<file path="config.mk">
export PLATFORM = sky130hd
export DESIGN_NAME = elevator_floor_controller_core
export DESIGN_NICKNAME = d
export VERILOG_FILES = /design/src/rtl/efc_pkg.sv /design/src/rtl/elevator_floor_controller_core.sv
export SDC_FILE = /design/constraint.sdc
export NUM_CORES = 1
export LEC_CHECK = 0
export BUFFER_PORTS_ARGS = -buffer_cell sky130_fd_sc_hd__buf_2
export CELL_PAD_IN_SITES_DETAIL_PLACEMENT = 2
export CELL_PAD_IN_SITES_GLOBAL_PLACEMENT = 2
export CORE_UTILIZATION = 33
export CTS_CLUSTER_DIAMETER = 50
export DETAILED_ROUTE_END_ITERATION = 16
export PLACE_DENSITY_LB_ADDON = 0.08
export SYNTH_ARGS = -nofsm -noshare
export SYNTH_HDL_FRONTEND = slang
export SYNTH_SLANG_ARGS = --single-unit
</file>
<file path="constraint.sdc">
create_clock -name clk_i -period 3.25 [get_ports clk_i]
set_input_delay 0.65 -clock clk_i [delete_from_list [all_inputs] [get_ports clk_i]]
set_output_delay 0.65 -clock clk_i [all_outputs]
set_load 0.1 [all_outputs]
</file>
<file path="src/rtl/efc_pkg.sv">
// Package for the elevator floor controller core: operation and motion codes,
// field widths. No dependencies.
`default_nettype none
package efc_pkg;

  // Width of every floor number on the ports
  localparam int FloorW = 4;
  // Width of the lamp and stop-request words on the ports
  localparam int LampW  = 16;

  typedef enum logic [1:0] {
    OP_TICK    = 2'd0,
    OP_REQUEST = 2'd1,
    OP_STATUS  = 2'd2
  } opcode_e;

  typedef enum logic [1:0] {
    MOTION_UP   = 2'd0,
    MOTION_DOWN = 2'd1,
    MOTION_STOP = 2'd2
  } motion_e;

endpackage
`default_nettype wire

</file>
<file path="src/rtl/elevator_floor_controller_core.sv">
// Elevator floor controller core: car state, stop requests, target search and
// a registered status word per input word. Depends on efc_pkg.
//
// Each accepted input word's status word is held in the output register.
// Throughput: one word per cycle; the single output register frees in the same
// cycle its word is taken, so input ready follows out_ready_i when it is full.
// The target search is a combinational priority pick over FLOOR_COUNT stop bits.
// Reset (rst_ni low, asynchronous): car, previous and target floor 0, no stops,
// door closed, output register empty.
`default_nettype none
module elevator_floor_controller_core #(
  parameter int FLOOR_COUNT = 5
) (
  input  wire logic                       clk_i,
  input  wire logic                       rst_ni,
  // Input words
  input  wire logic                       in_valid_i,
  output logic                            in_ready_o,
  input  wire logic [1:0]                 opcode_i,
  input  wire logic [efc_pkg::FloorW-1:0] floor_number_i,
  // Status words
  output logic                            out_valid_o,
  input  wire logic                       out_ready_i,
  output logic [efc_pkg::FloorW-1:0]      current_floor_o,
  output logic [efc_pkg::FloorW-1:0]      previous_floor_o,
  output logic [efc_pkg::FloorW-1:0]      target_floor_o,
  output logic                            door_open_o,
  output logic [1:0]                      motion_o,
  output logic [efc_pkg::LampW-1:0]       floor_lamps_o,
  output logic                            move_report_o,
  output logic [efc_pkg::LampW-1:0]       pending_stops_o
);

  localparam int FW = efc_pkg::FloorW;
  localparam logic [FW:0]   FloorCnt = (FW + 1)'(FLOOR_COUNT);
  localparam logic [FW-1:0] TopFloor = FW'(FLOOR_COUNT - 1);

  // ---------------------------------------------------------------------------
  // Car state
  // ---------------------------------------------------------------------------
  logic [FW-1:0]          car_q, car_d;
  logic [FW-1:0]          last_q, last_d;
  logic [FW-1:0]          goal_q, goal_d;
  logic [FLOOR_COUNT-1:0] stop_q, stop_d;
  logic                   door_q, door_d;

  // Output register
  logic                   out_valid_q;
  logic [FW-1:0]          res_car_q, res_last_q, res_goal_q;
  logic                   res_door_q, res_moved_q;
  logic [1:0]             res_motion_q;
  logic [FLOOR_COUNT-1:0] res_stop_q;

  logic                   in_fire;
  logic                   moved_d;
  efc_pkg::motion_e       motion_d;

  // Accept whenever the output register is empty or being emptied this cycle
  assign in_ready_o = !out_valid_q || out_ready_i;
  assign in_fire    = in_valid_i && in_ready_o;

  // ---------------------------------------------------------------------------
  // Target search. Travelling up (or standing): nearest stop at or above the
  // car, else nearest below. Travelling down: nearest at or below, else
  // nearest above. No stop at all: hold the current floor.
  // ---------------------------------------------------------------------------
  logic          hit_ge, hit_lt, hit_le, hit_gt;
  logic [FW-1:0] pick_ge, pick_lt, pick_le, pick_gt;
  logic [FW-1:0] next_goal;

  always_comb begin
    hit_ge  = 1'b0;
    hit_gt  = 1'b0;
    pick_ge = '0;
    pick_gt = '0;
    // Descend so the lowest matching floor wins
    for (int i = FLOOR_COUNT - 1; i >= 0; i--) begin
      if (stop_q[i] && (FW'(i) >= car_q)) begin
        hit_ge  = 1'b1;
        pick_ge = FW'(i);
      end
      if (stop_q[i] && (FW'(i) > car_q)) begin
        hit_gt  = 1'b1;
        pick_gt = FW'(i);
      end
    end
  end

  always_comb begin
    hit_le  = 1'b0;
    hit_lt  = 1'b0;
    pick_le = '0;
    pick_lt = '0;
    // Ascend so the highest matching floor wins
    for (int i = 0; i < FLOOR_COUNT; i++) begin
      if (stop_q[i] && (FW'(i) <= car_q)) begin
        hit_le  = 1'b1;
        pick_le = FW'(i);
      end
      if (stop_q[i] && (FW'(i) < car_q)) begin
        hit_lt  = 1'b1;
        pick_lt = FW'(i);
      end
    end
  end

  always_comb begin
    if (last_q <= car_q) begin
      priority if (hit_ge) next_goal = pick_ge;
      else if (hit_lt)     next_goal = pick_lt;
      else                 next_goal = car_q;
    end else begin
      priority if (hit_le) next_goal = pick_le;
      else if (hit_gt)     next_goal = pick_gt;
      else                 next_goal = car_q;
    end
  end

  // ---------------------------------------------------------------------------
  // One-floor step. Keep the last direction of travel; when standing, head for
  // the target. Turn back at the top and bottom floors.
  // ---------------------------------------------------------------------------
  logic          go_up;
  logic [FW-1:0] step_floor;

  always_comb begin
    priority if (car_q > last_q) go_up = 1'b1;
    else if (car_q < last_q)     go_up = 1'b0;
    else                         go_up = (car_q < goal_q);

    if (go_up) begin
      step_floor = (car_q < TopFloor) ? car_q + FW'(1) : car_q - FW'(1);
    end else begin
      step_floor = (car_q > '0) ? car_q - FW'(1) : car_q + FW'(1);
    end
  end

  // ---------------------------------------------------------------------------
  // Next state for one input word
  // ---------------------------------------------------------------------------
  always_comb begin
    car_d   = car_q;
    last_d  = last_q;
    goal_d  = goal_q;
    stop_d  = stop_q;
    door_d  = door_q;
    moved_d = 1'b0;

    unique case (opcode_i)
      efc_pkg::OP_TICK: begin
        last_d = car_q;
        if (car_q == goal_q) begin
          // At target: pick the next one, drop this floor's stop, open the door
          goal_d = next_goal;
          stop_d = stop_q & ~(FLOOR_COUNT'(1) << car_q);
          door_d = 1'b1;
        end else begin
          car_d  = step_floor;
          door_d = 1'b0;
        end
        moved_d = !((car_d == goal_d) && (car_d == last_d));
      end
      efc_pkg::OP_REQUEST: begin
        // Drop requests beyond the top floor
        if ({1'b0, floor_number_i} < FloorCnt) begin
          stop_d = stop_q | (FLOOR_COUNT'(1) << floor_number_i);
        end
      end
      efc_pkg::OP_STATUS: begin
      end
      default: begin
      end
    endcase

    priority if (car_d < goal_d) motion_d = efc_pkg::MOTION_UP;
    else if (car_d > goal_d)     motion_d = efc_pkg::MOTION_DOWN;
    else                         motion_d = efc_pkg::MOTION_STOP;
  end

  // ---------------------------------------------------------------------------
  // State and output registers
  // ---------------------------------------------------------------------------
  always_ff @(posedge clk_i or negedge rst_ni) begin
    if (!rst_ni) begin
      car_q       <= '0;
      last_q      <= '0;
      goal_q      <= '0;
      stop_q      <= '0;
      door_q      <= 1'b0;
      out_valid_q <= 1'b0;
    end else begin
      if (in_fire) begin
        car_q  <= car_d;
        last_q <= last_d;
        goal_q <= goal_d;
        stop_q <= stop_d;
        door_q <= door_d;
      end
      if (in_fire) begin
        out_valid_q <= 1'b1;
      end else if (out_ready_i) begin
        out_valid_q <= 1'b0;
      end
    end
  end

  // Payload of the status word: no reset needed
  always_ff @(posedge clk_i) begin
    if (in_fire) begin
      res_car_q    <= car_d;
      res_last_q   <= last_d;
      res_goal_q   <= goal_d;
      res_door_q   <= door_d;
      res_motion_q <= motion_d;
      res_moved_q  <= moved_d;
      res_stop_q   <= stop_d;
    end
  end

  assign out_valid_o      = out_valid_q;
  assign current_floor_o  = res_car_q;
  assign previous_floor_o = res_last_q;
  assign target_floor_o   = res_goal_q;
  assign door_open_o      = res_door_q;
  assign motion_o         = res_motion_q;
  assign move_report_o    = res_moved_q;
  assign floor_lamps_o    = efc_pkg::LampW'(1) << res_car_q;
  assign pending_stops_o  = efc_pkg::LampW'(res_stop_q);

  // ---------------------------------------------------------------------------
  // Assertions
  // ---------------------------------------------------------------------------
  // The car never leaves the served floors
  a_car_in_range: assert property (@(posedge clk_i) disable iff (!rst_ni)
    {1'b0, car_q} < FloorCnt)
    else $error("car floor out of range");

  // The target is always a served floor
  a_goal_in_range: assert property (@(posedge clk_i) disable iff (!rst_ni)
    {1'b0, goal_q} < FloorCnt)
    else $error("target floor out of range");

  // The door only opens while the car stands still
  a_door_standing: assert property (@(posedge clk_i) disable iff (!rst_ni)
    door_q |-> (last_q == car_q))
    else $error("door open while car moved");

  // A tick away from the target always moves the car
  a_tick_moves: assert property (@(posedge clk_i) disable iff (!rst_ni)
    (in_fire && (opcode_i == efc_pkg::OP_TICK) && (car_q != goal_q))
    |=> (car_q != $past(car_q)))
    else $error("tick away from target did not move the car");

endmodule
`default_nettype wire
</file>
## Yosys cells after proc, flatten, opt, wreduce, memory -nomap -nowiden

Index checks and enable logic that the tools add are counted.

| storage, ports and cells | value |
|---|---|
| register bits after elaboration | 40 |
| input port bits | 10 |
| output and inout port bits | 50 |
| word-level logic and storage cells | 144 |

| cells by class | value |
|---|---|
| $add $sub $neg | 2 |
| magnitude comparators | 29 |
| equal/unequal tests | 4 |
| shift-type cells | 3 |
| mux-type cells | 63 |
| bitwise logic cells | 3 |
| reduce and logical (&&, ||, !) cells | 27 |

Operators by type and width:

| cell | count |
|---|---|
| 2-to-1 mux 4 bit | 29 |
| 2-to-1 mux 1 bit | 28 |
| logical AND 1 bit | 22 |
| << shifter 1 x 4 -> 16 bit, first input constant | 1 |
| equality test 4 bit | 3 |
| less-than comparator 4 bit | 3 |
| 2-to-1 mux 5 bit | 2 |
| one-hot mux 5 bit (2 select lines) | 1 |
| << shifter 1 x 4 -> 5 bit, first input constant | 2 |
| greater-or-equal comparator 1 x 4 -> 1 bit, first input constant | 2 |
| greater-or-equal comparator 2 x 4 -> 1 bit, first input constant | 2 |
| greater-than comparator 1 x 4 -> 1 bit, first input constant | 2 |
| greater-than comparator 2 x 4 -> 1 bit, first input constant | 2 |
| greater-than comparator 4 bit | 2 |
| <= comparator 1 x 4 -> 1 bit, first input constant | 2 |
| <= comparator 2 x 4 -> 1 bit, first input constant | 2 |
| less-than comparator 1 x 4 -> 1 bit, first input constant | 2 |
| less-than comparator 2 x 4 -> 1 bit, first input constant | 2 |
| less-than comparator 4 x 3 -> 1 bit, second input constant | 2 |
| 2-to-1 mux 3 bit | 2 |
| bitwise AND 5 bit | 1 |
| inverter 5 bit | 1 |
| OR 5 bit | 1 |
| adder 4 x 1 -> 4 bit, second input constant | 1 |
| 13 further kinds | 14 |

## Logic depth before layout (Yosys ltp)

Gate-level depths: netlist (run 1).

| depth | value |
|---|---|
| depth after elaboration | 15 |
| depth in mapped cells | 14 |
| depth with buffers taken out | 14 |

## Worst setup path before layout (run 1)

OpenSTA, ideal clock, no wires.

| path | value |
|---|---|
| path kind | reg-to-output |
| start | register res_car_q[1] (netlist: current_floor_o[1]) |
| end | output floor_lamps_o[0] in the netlist's numbering |
| arrival time | 3.879 ns |
| data required time | 2.600 ns |
| path slack | -1.279 ns |
| stages on the path, launching flop included | 2 |
| buffers on the path | 0 |
| path through | edfxtp_1 > nor4_1 |

| on the way | value |
|---|---|
| longest elaborated chain between the ends | 1 |

Ends and longest elaborated chain:

| item | RTL line | source |
|---|---|---|
| start, declared | elevator_floor_controller_core.sv:49 | `logic [FW-1:0] res_car_q, res_last_q, res_goal_q;` |
| start signal, assigned | elevator_floor_controller_core.sv:210 | `res_car_q <= car_d;` |
| << shifter 1 x 4 -> 16 bit | elevator_floor_controller_core.sv:227 | `assign floor_lamps_o = efc_pkg::LampW'(1) << res_car_q;` |
| end, declared | elevator_floor_controller_core.sv:29 | `output logic [efc_pkg::LampW-1:0] floor_lamps_o,` |

Every way passes these cells.

## Worst setup path in the final report (run 1)

| path | value |
|---|---|
| start | register car_q[1] |
| end | register res_motion_q[0] (netlist: motion_o[0]) (data pin) |

| on the way | value |
|---|---|
| elaborated cells between the ends (all ways) | 106 |
| classes of those cells | add/sub: 2; order compare: 28; eq/ne: 1; mux: 55; reduce/logical: 20 |

RTL lines:

| item | RTL line | source |
|---|---|---|
| start, declared | elevator_floor_controller_core.sv:41 | `logic [FW-1:0] car_q, car_d;` |
| start signal, assigned | elevator_floor_controller_core.sv:193 | `car_q <= car_d;` |
| less-than comparator 4 bit, on equally long branches | elevator_floor_controller_core.sv:129, elevator_floor_controller_core.sv:128 |  |
| 2-to-1 mux 1 bit | elevator_floor_controller_core.sv:128 | `else if (car_q < last_q) go_up = 1'b0;` |
| 2-to-1 mux 1 bit | elevator_floor_controller_core.sv:127 | `priority if (car_q > last_q) go_up = 1'b1;` |
| 2-to-1 mux 4 bit | elevator_floor_controller_core.sv:131 | `if (go_up) begin` |
| 2-to-1 mux 4 bit | elevator_floor_controller_core.sv:152 | `if (car_q == goal_q) begin` |
| 2-to-1 mux 4 bit | elevator_floor_controller_core.sv:149 | `unique case (opcode_i)` |
| 2-to-1 mux 4 bit * | elevator_floor_controller_core.sv:149 |  |
| named net car_d[1] | elevator_floor_controller_core.sv:41 |  |
| greater-than comparator 4 bit | elevator_floor_controller_core.sv:176 | `else if (car_d > goal_d) motion_d = efc_pkg::MOTION_DOWN;` |
| 2-to-1 mux 2 bit | elevator_floor_controller_core.sv:176 |  |
| end signal, assigned | elevator_floor_controller_core.sv:214 | `res_motion_q <= motion_d;` |
| end, declared | elevator_floor_controller_core.sv:51 | `logic [1:0] res_motion_q;` |

Mark *: on every way through the listed nets, which the timed path passes. The rest lies on a longest branch. The select of a mux whose other input is x is not followed.
A chain may end at the register's enable or synchronous reset.

==> metrics, run 1 <==
max-cap check violation count 0; Antenna diodes 0; CP Capture Type register; PD cells 1200 nW/um^2; sequential share of the synthesized area 0.410; RD Place Congestion 0.850; post-route cell area 3270 sq um; Inst Count DP 450; pin count of the biggest net entering global routing 40; drt via density 5.23; Worst EP arrival 3.20 ns; Hold Vio Cnt, Final 0; area of the die 8550 sq um; R2R depth 13; clock sink count 40; Max FO, Critical Path 7; P_leak 1.46 nW; clk slew on worst S/H paths 0.09 ns; Initial Utilization 0.346; Port Buf Inserts 48; drt first-iter violations 144; Critical Path Stages 13; WL final 8390 um; number of flops mapped to enable cells by yosys 21; post-synthesis cell count 293; status completed; Final Cycle Share 0.935; grt total ovfl 0; Period minus WS final 3.04 ns; CP required 3.42 ns; CP max stage cell dfrtp_2; vias in the first global route 2517; most frequent cells in the layout buf_2 (48), nand2_1 (30), buf_4 (25), nor2_1 (22), o21ai_0 (22); pre-CTS setup slack -0.0309 ns; Worst-Skew Late Latency 0.31 ns; layout cells sized above 1 0.284; #FFs+latches synth 40; Syn-to-layout area delta 21.2%; crit path cell chain ha_1 > nor2b_1 > o31ai_1 > buf_4 > nor3b_1 > nor3_2 > xnor2_1 > mux2_2 > ha_1 > inv_1 > o21ai_1 > nand3_1 > a21boi_1; Layout Cells excl Fill approximately 460; Syn Area/Cell 9.22 sq um; Yosys warning total 0; fin. max-slew vios 0; Chip Height 92.5 um; die width 92.5 um; DP Area around 3100 sq um; Total GRT Usage 0.210; critical path type register to register; CTS Root Cell clkbuf_8; setup ws final 0.211 ns; Vias 2409; Most used DFF post-synth edfxtp_1; Nets 386; hold buffer count at cts 0; post-synth top area share 0.234; CTS H-tree depth 2; clock skew 0.00883 ns; critical path buffer and inverter count 2; worst min path class primary input to async pin; Avg WL per Cell 18.2 um; initial antenna violation count 0; first-pass GRT wire length 13600 um; cell area after synthesis 2700 sq um; final setup fails 0; commonest non-fill, non-tap cell in the layout buf_2; asr flop ratio synth 0.475; Core Area approximately 7800 sq um; DP HPWL 6440 um; drt pass-1 iters 4; RSZ-0062 raised after global routing no; Slew headroom 0.656; Yosys top cell by area edfxtp_1; slowest stage delay, CP 0.47 ns; Antenna Nets Post-Route 0; # DRC 0; fmax 0.329 GHz; Max VDD drop 0.000289 V; worst-margin pin slew 0.515 ns; CP Launch Type register; CTS buffer count 5; CP dominant cell by count ha_1; Largest delay share family, worst path adder cells; row cnt 32; CTS tree built; count of cell types in the netlist 53; # IOs 60; clk buf depth 2; top area cells in the synthesized netlist edfxtp_1 (23%), dfrtp_1 (18%), ha_1 (8.3%), o21ai_0 (4.3%), nand2_1 (4.2%)
worst register-to-register path, delay by kind of cell (launching register included):
kind / cells / cell delay [ns]
AOI/OAI and AO/OA: 3 / 0.51
adders and majority gates: 2 / 0.63
DFF: 1 / 0.47
buffers and inverters: 2 / 0.21
xor gates and xnor gates: 1 / 0.16
and+or+nand+nor: 4 / 0.61
muxes: 1 / 0.31
report_power, final:
| group | total [W] | switching, W | leakage (nW) | internal [W] |
|---|---|---|---|---|
| Combinational | 0.00264 | 0.00176 | 0.953 | 0.000874 |
| Sequential | 0.000859 | 0.000148 | 0.449 | 0.000711 |
| Clock | 0.000442 | 0.000210 | 0.0548 | 0.000232 |
| Total | 0.00394 | 0.00212 | 1.46 | 0.00182 |
cell type report:
cell class,instances,area [sq um]
timing repair buffer,73,428
clock buffer,5,68.8
clock inverter,3,46.3
fill,896,4530
inverter,20,76.3
multi-input combinational,218,1420
tap,102,128
sequential,40,1110
registers in the layout, indices dropped and copies added, names as in the netlist:
signal / flops
car_q: 4
current_floor_o: 4
door_open_o: 1
door_q: 1
goal_q: 4
last_q: 4
motion_o: 2
move_report_o: 1
out_valid_o: 1
previous_floor_o: 4
res_stop_q: 5
stop_q: 5
target_floor_o: 4
what timing repair did:
action / in CTS / in global routing
buffers inserted: 0 / 3
resized for setup: 3 / 4
pin swaps: 0 / 1
setup endpoints to repair: 1 / 2
metrics by stage:
stage	total power [W]	util	TNS, ns	hold slack, ns
final	0.00394	0.419	0	0.299
after global routing	0.00420	0.419	0	0.334
after CTS	0.00391	0.416	0	0.320
after detailed placement	0.00342	0.400	-0.0309	0.486
after global placement	0.00336	0.400	0	0.465
after floorplan	0.00270	-	-4.52	0.354
per-layer routing:
layer	share of wire	vias to the layer above	track usage	wire (um)
met5	0	-	0	0
met4	0.010	0	0.0560	87
met3	0.039	6	0.0296	325
met2	0.49	53	0.367	4100
met1	0.46	1202	0.271	3890
li1	-	1148	-	-
worst paths after layout:
kind,from,endpoint,slack [ns]
max reg2reg,car_q[1]$_DFFE_PN0P_,motion_o[0]$_SDFFCE_PN0P_,0.21
max in group asynchronous,rst_ni,car_q[1]$_DFFE_PN0P_,2.57
max,car_q[1]$_DFFE_PN0P_,motion_o[0]$_SDFFCE_PN0P_,0.21
min reg2reg,goal_q[3]$_DFFE_PN0P_,goal_q[3]$_DFFE_PN0P_,0.50
min in group clk_i,goal_q[3]$_DFFE_PN0P_,goal_q[3]$_DFFE_PN0P_,0.50
min,rst_ni,goal_q[2]$_DFFE_PN0P_,0.30
cells in the mapped netlist, types with 2 or more instances:
| library cell | count |
|---|---|
| o221ai_1 | 2 |
| dfrtp_1 | 19 |
| buf_2 | 2 |
| inv_1 | 19 |
| and2_1 | 4 |
| buf_4 | 12 |
| mux2_2 | 6 |
| edfxtp_1 | 21 |
| o21a_1 | 5 |
| nor3_1 | 11 |
| o21ai_0 | 23 |
| nand2b_1 | 9 |
| nor2b_1 | 3 |
| nand2_1 | 30 |
| a31oi_1 | 2 |
| a21o_1 | 3 |
| nand4_1 | 6 |
| clkbuf_1 | 9 |
| nor3b_1 | 3 |
| a21oi_1 | 11 |
| nand3_1 | 8 |
| nor2_1 | 22 |
| a311oi_1 | 2 |
| nor4_1 | 3 |
| o31ai_1 | 3 |
| a32o_1 | 3 |
| a21boi_0 | 2 |
| ha_1 | 18 |
| buf_6 | 2 |
| a211oi_1 | 2 |
| xnor2_1 | 6 |
kinds of logic (layout without fill, tap and decap cells):
kind of cell | after synthesis | in the layout | synth area share
XOR/XNOR | 6 | 6 | 0.0195
other | 1 | 11 | 0.00139
multiplexers | 8 | 8 | 0.0343
flip-flops | 40 | 40 | 0.410
AO/OA/AOI/OAI | 69 | 69 | 0.172
adder cells (fa/ha/maj) | 18 | 18 | 0.0834
buffers and inverters | 45 | 101 | 0.0857
AND/OR/NAND/NOR | 106 | 106 | 0.194
Power figures use the tool's default switching activity.
==> run 2, diff against run 1 <==
--- a/config.mk
+++ b/config.mk
@@ -11,7 +11,7 @@
 export CORE_UTILIZATION = 33
 export CTS_CLUSTER_DIAMETER = 50
 export DETAILED_ROUTE_END_ITERATION = 16
-export PLACE_DENSITY_LB_ADDON = 0.08
+export PLACE_DENSITY_LB_ADDON = 0.25
 export SYNTH_ARGS = -nofsm -noshare
 export SYNTH_HDL_FRONTEND = slang
 export SYNTH_SLANG_ARGS = --single-unit
==> metrics, run 2 (synthesized netlist as in run 1, its figures left out) <==
Worst EP arrival 3.26 ns (was 3.20 ns); Period minus WS final 3.10 ns (was 3.04 ns); Worst-Skew Late Latency 0.30 ns (was 0.31 ns); commonest non-fill, non-tap cell in the layout buf_2 (unchanged); WL final 8890 um (was 8390 um); most frequent cells in the layout buf_2 (48), nand2_1 (30), buf_4 (29), nor2_1 (22), o21ai_0 (22) (was buf_2 (48), nand2_1 (30), buf_4 (25), nor2_1 (22), o21ai_0 (22)); Largest regs res_stop_q (5), stop_q (5) (unchanged); Max VDD drop 0.000341 V (was 0.000289 V); CTS Root Cell clkbuf_8 (unchanged); clk buf depth 2 (unchanged); Vias 2450 (was 2409); Chip Height 92.5 um (unchanged); RD Place Congestion 0.831 (was 0.850); row cnt 32 (unchanged); DP HPWL 6590 um (was 6440 um); P_int 0.00190 W (was 0.00182 W); initial antenna violation count 0 (unchanged); pin count of the biggest net entering global routing 40 (unchanged); clock sink count 40 (unchanged); worst-margin pin slew 0.520 ns (was 0.515 ns); # IOs 60 (unchanged); CP Capture Type register (unchanged); Comb power frac 0.678 (was 0.670); worst min path class primary input to async pin (unchanged); CP Launch Type register (unchanged); area occupied by registers 1110 sq um (unchanged); # DRC 0 (unchanged); Layout Cells excl Fill 465 (was 461); PD cells 1220 nW/um^2 (was 1200 nW/um^2); fin. max-slew vios 0 (unchanged); Initial Utilization 0.346 (unchanged); Hold Vio Cnt, Final 0 (unchanged); Avg WL per Cell 19.1 um (was 18.2 um); Port Buf Inserts 48 (unchanged); Core Area 7810 sq um (unchanged); final setup fails 0 (unchanged); drt pass-1 iters 4 (unchanged); die width 92.5 um (unchanged); Total GRT Usage 0.219 (was 0.210); layout cells sized above 1 0.306 (was 0.284); Clock Power Share 0.107 (was 0.112); grt total ovfl 0 (unchanged); Inst Count DP 453 (was 450); clock skew 0.00850 ns (was 0.00883 ns); fmax 0.322 GHz (was 0.329 GHz); hold buffer count at cts 0 (unchanged); Nets 390 (was 386); max-cap check violation count 0 (unchanged); CTS buffer count 5 (unchanged); drt first-iter violations 100 (was 144); clk slew on worst S/H paths 0.08 ns (was 0.09 ns); CP required 3.40 ns (was 3.42 ns); CTS H-tree depth 2 (unchanged); Syn-to-layout area delta 23.9% (was 21.2%); Hold Slack 0.318 ns (was 0.299 ns); Max FO, Critical Path 8 (was 7); area of the die 8550 sq um (unchanged); fill cell count 898 (was 896); first-pass GRT wire length 14200 um (was 13600 um); critical path type register to register (unchanged); switching part of the total power 0.536 (was 0.539); Antenna diodes 0 (unchanged); drt via density 5.27 (was 5.23); vias in the first global route 2666 (was 2517); Antenna Nets Post-Route 0 (unchanged); sequential share of power 0.214 (was 0.218); P_sw 0.00219 W (was 0.00212 W); CTS tree built (unchanged); area of the multi-input gates 1450 sq um (was 1420 sq um); P_leak 1.49 nW (was 1.46 nW); Slew headroom 0.653 (was 0.656); status completed (unchanged); Final Cycle Share 0.954 (was 0.935)
## run 2: final cells by class
type | instances | share of cell area
clock buffers | 6 | 0.0247
clock inverters | 2 | 0.0116
inverters | 20 | 0.0236
multi-input cells | 218 | 0.434
flip-flops and latches | 40 | 0.331
well taps | 102 | 0.0382
repair buffers | 77 | 0.137
## run 2: routing by layer
metal  vias up  track usage  share of wire
met5         -            0              0
met4         0       0.0768          0.028
li1       1159            -              -
met1      1205        0.265           0.44
met3        17       0.0337          0.038
met2        69        0.391           0.49
## run 2: worst max-delay path, stage by stage (launching register included)
cell and delay [ns]:
dfrtp_2 0.49, ha_1 0.35, nor2b_1 0.15, o21a_1 0.17, o21ai_1 0.22, a211oi_2 0.13, nor3_2 0.23, xnor2_1 0.14
mux2_2 0.30, ha_1 0.30, inv_1 0.04, o21ai_0 0.18, nand3_1 0.11, a21boi_1 0.15
## run 2: worst paths after layout
path                                            start                   endpoint  slack (ns)  cells past startpoint
worst max register to register   car_q[1]$_DFFE_PN0P_  motion_o[0]$_SDFFCE_PN0P_        0.15                     13
worst max-delay path             car_q[1]$_DFFE_PN0P_  motion_o[0]$_SDFFCE_PN0P_        0.15                     13
min in group clk_i              goal_q[3]$_DFFE_PN0P_      goal_q[3]$_DFFE_PN0P_        0.51                      2
worst min-delay path                           rst_ni       car_q[2]$_DFFE_PN0P_        0.32                      1
worst min register to register  goal_q[3]$_DFFE_PN0P_      goal_q[3]$_DFFE_PN0P_        0.51                      2
max in group asynchronous                      rst_ni       car_q[1]$_DFFE_PN0P_        2.56                      1
## run 2: timing repair
action	in CTS	in global routing
pin swaps	0	3
setup buffers	0	4
resized for setup	3	11
setup endpoints to repair	1	2
## run 2: power by group through the flow
stage / clock network (W) / registers (W) / logic (W)
after floorplan: 0 / 0.00121 / 0.00150
after global placement: 0 / 0.000870 / 0.00248
after detailed placement: 0 / 0.000879 / 0.00257
after CTS: 0.000448 / 0.000872 / 0.00263
after global routing: 0.000463 / 0.000897 / 0.00297
final: 0.000439 / 0.000876 / 0.00277
## run 2: per-stage QoR
step	TNS, ns	cell area, sq um	power, W	setup WS, ns	utilization
after floorplan	-4.52	2750	0.00270	-0.746	-
after global routing	-0.0166	3340	0.00433	-0.0166	0.428
final	0	3340	0.00409	0.149	0.428
after detailed placement	-0.0535	3150	0.00345	-0.0535	0.403
after global placement	0	3150	0.00335	0.155	0.403
after CTS	0	3280	0.00395	0.00739	0.420
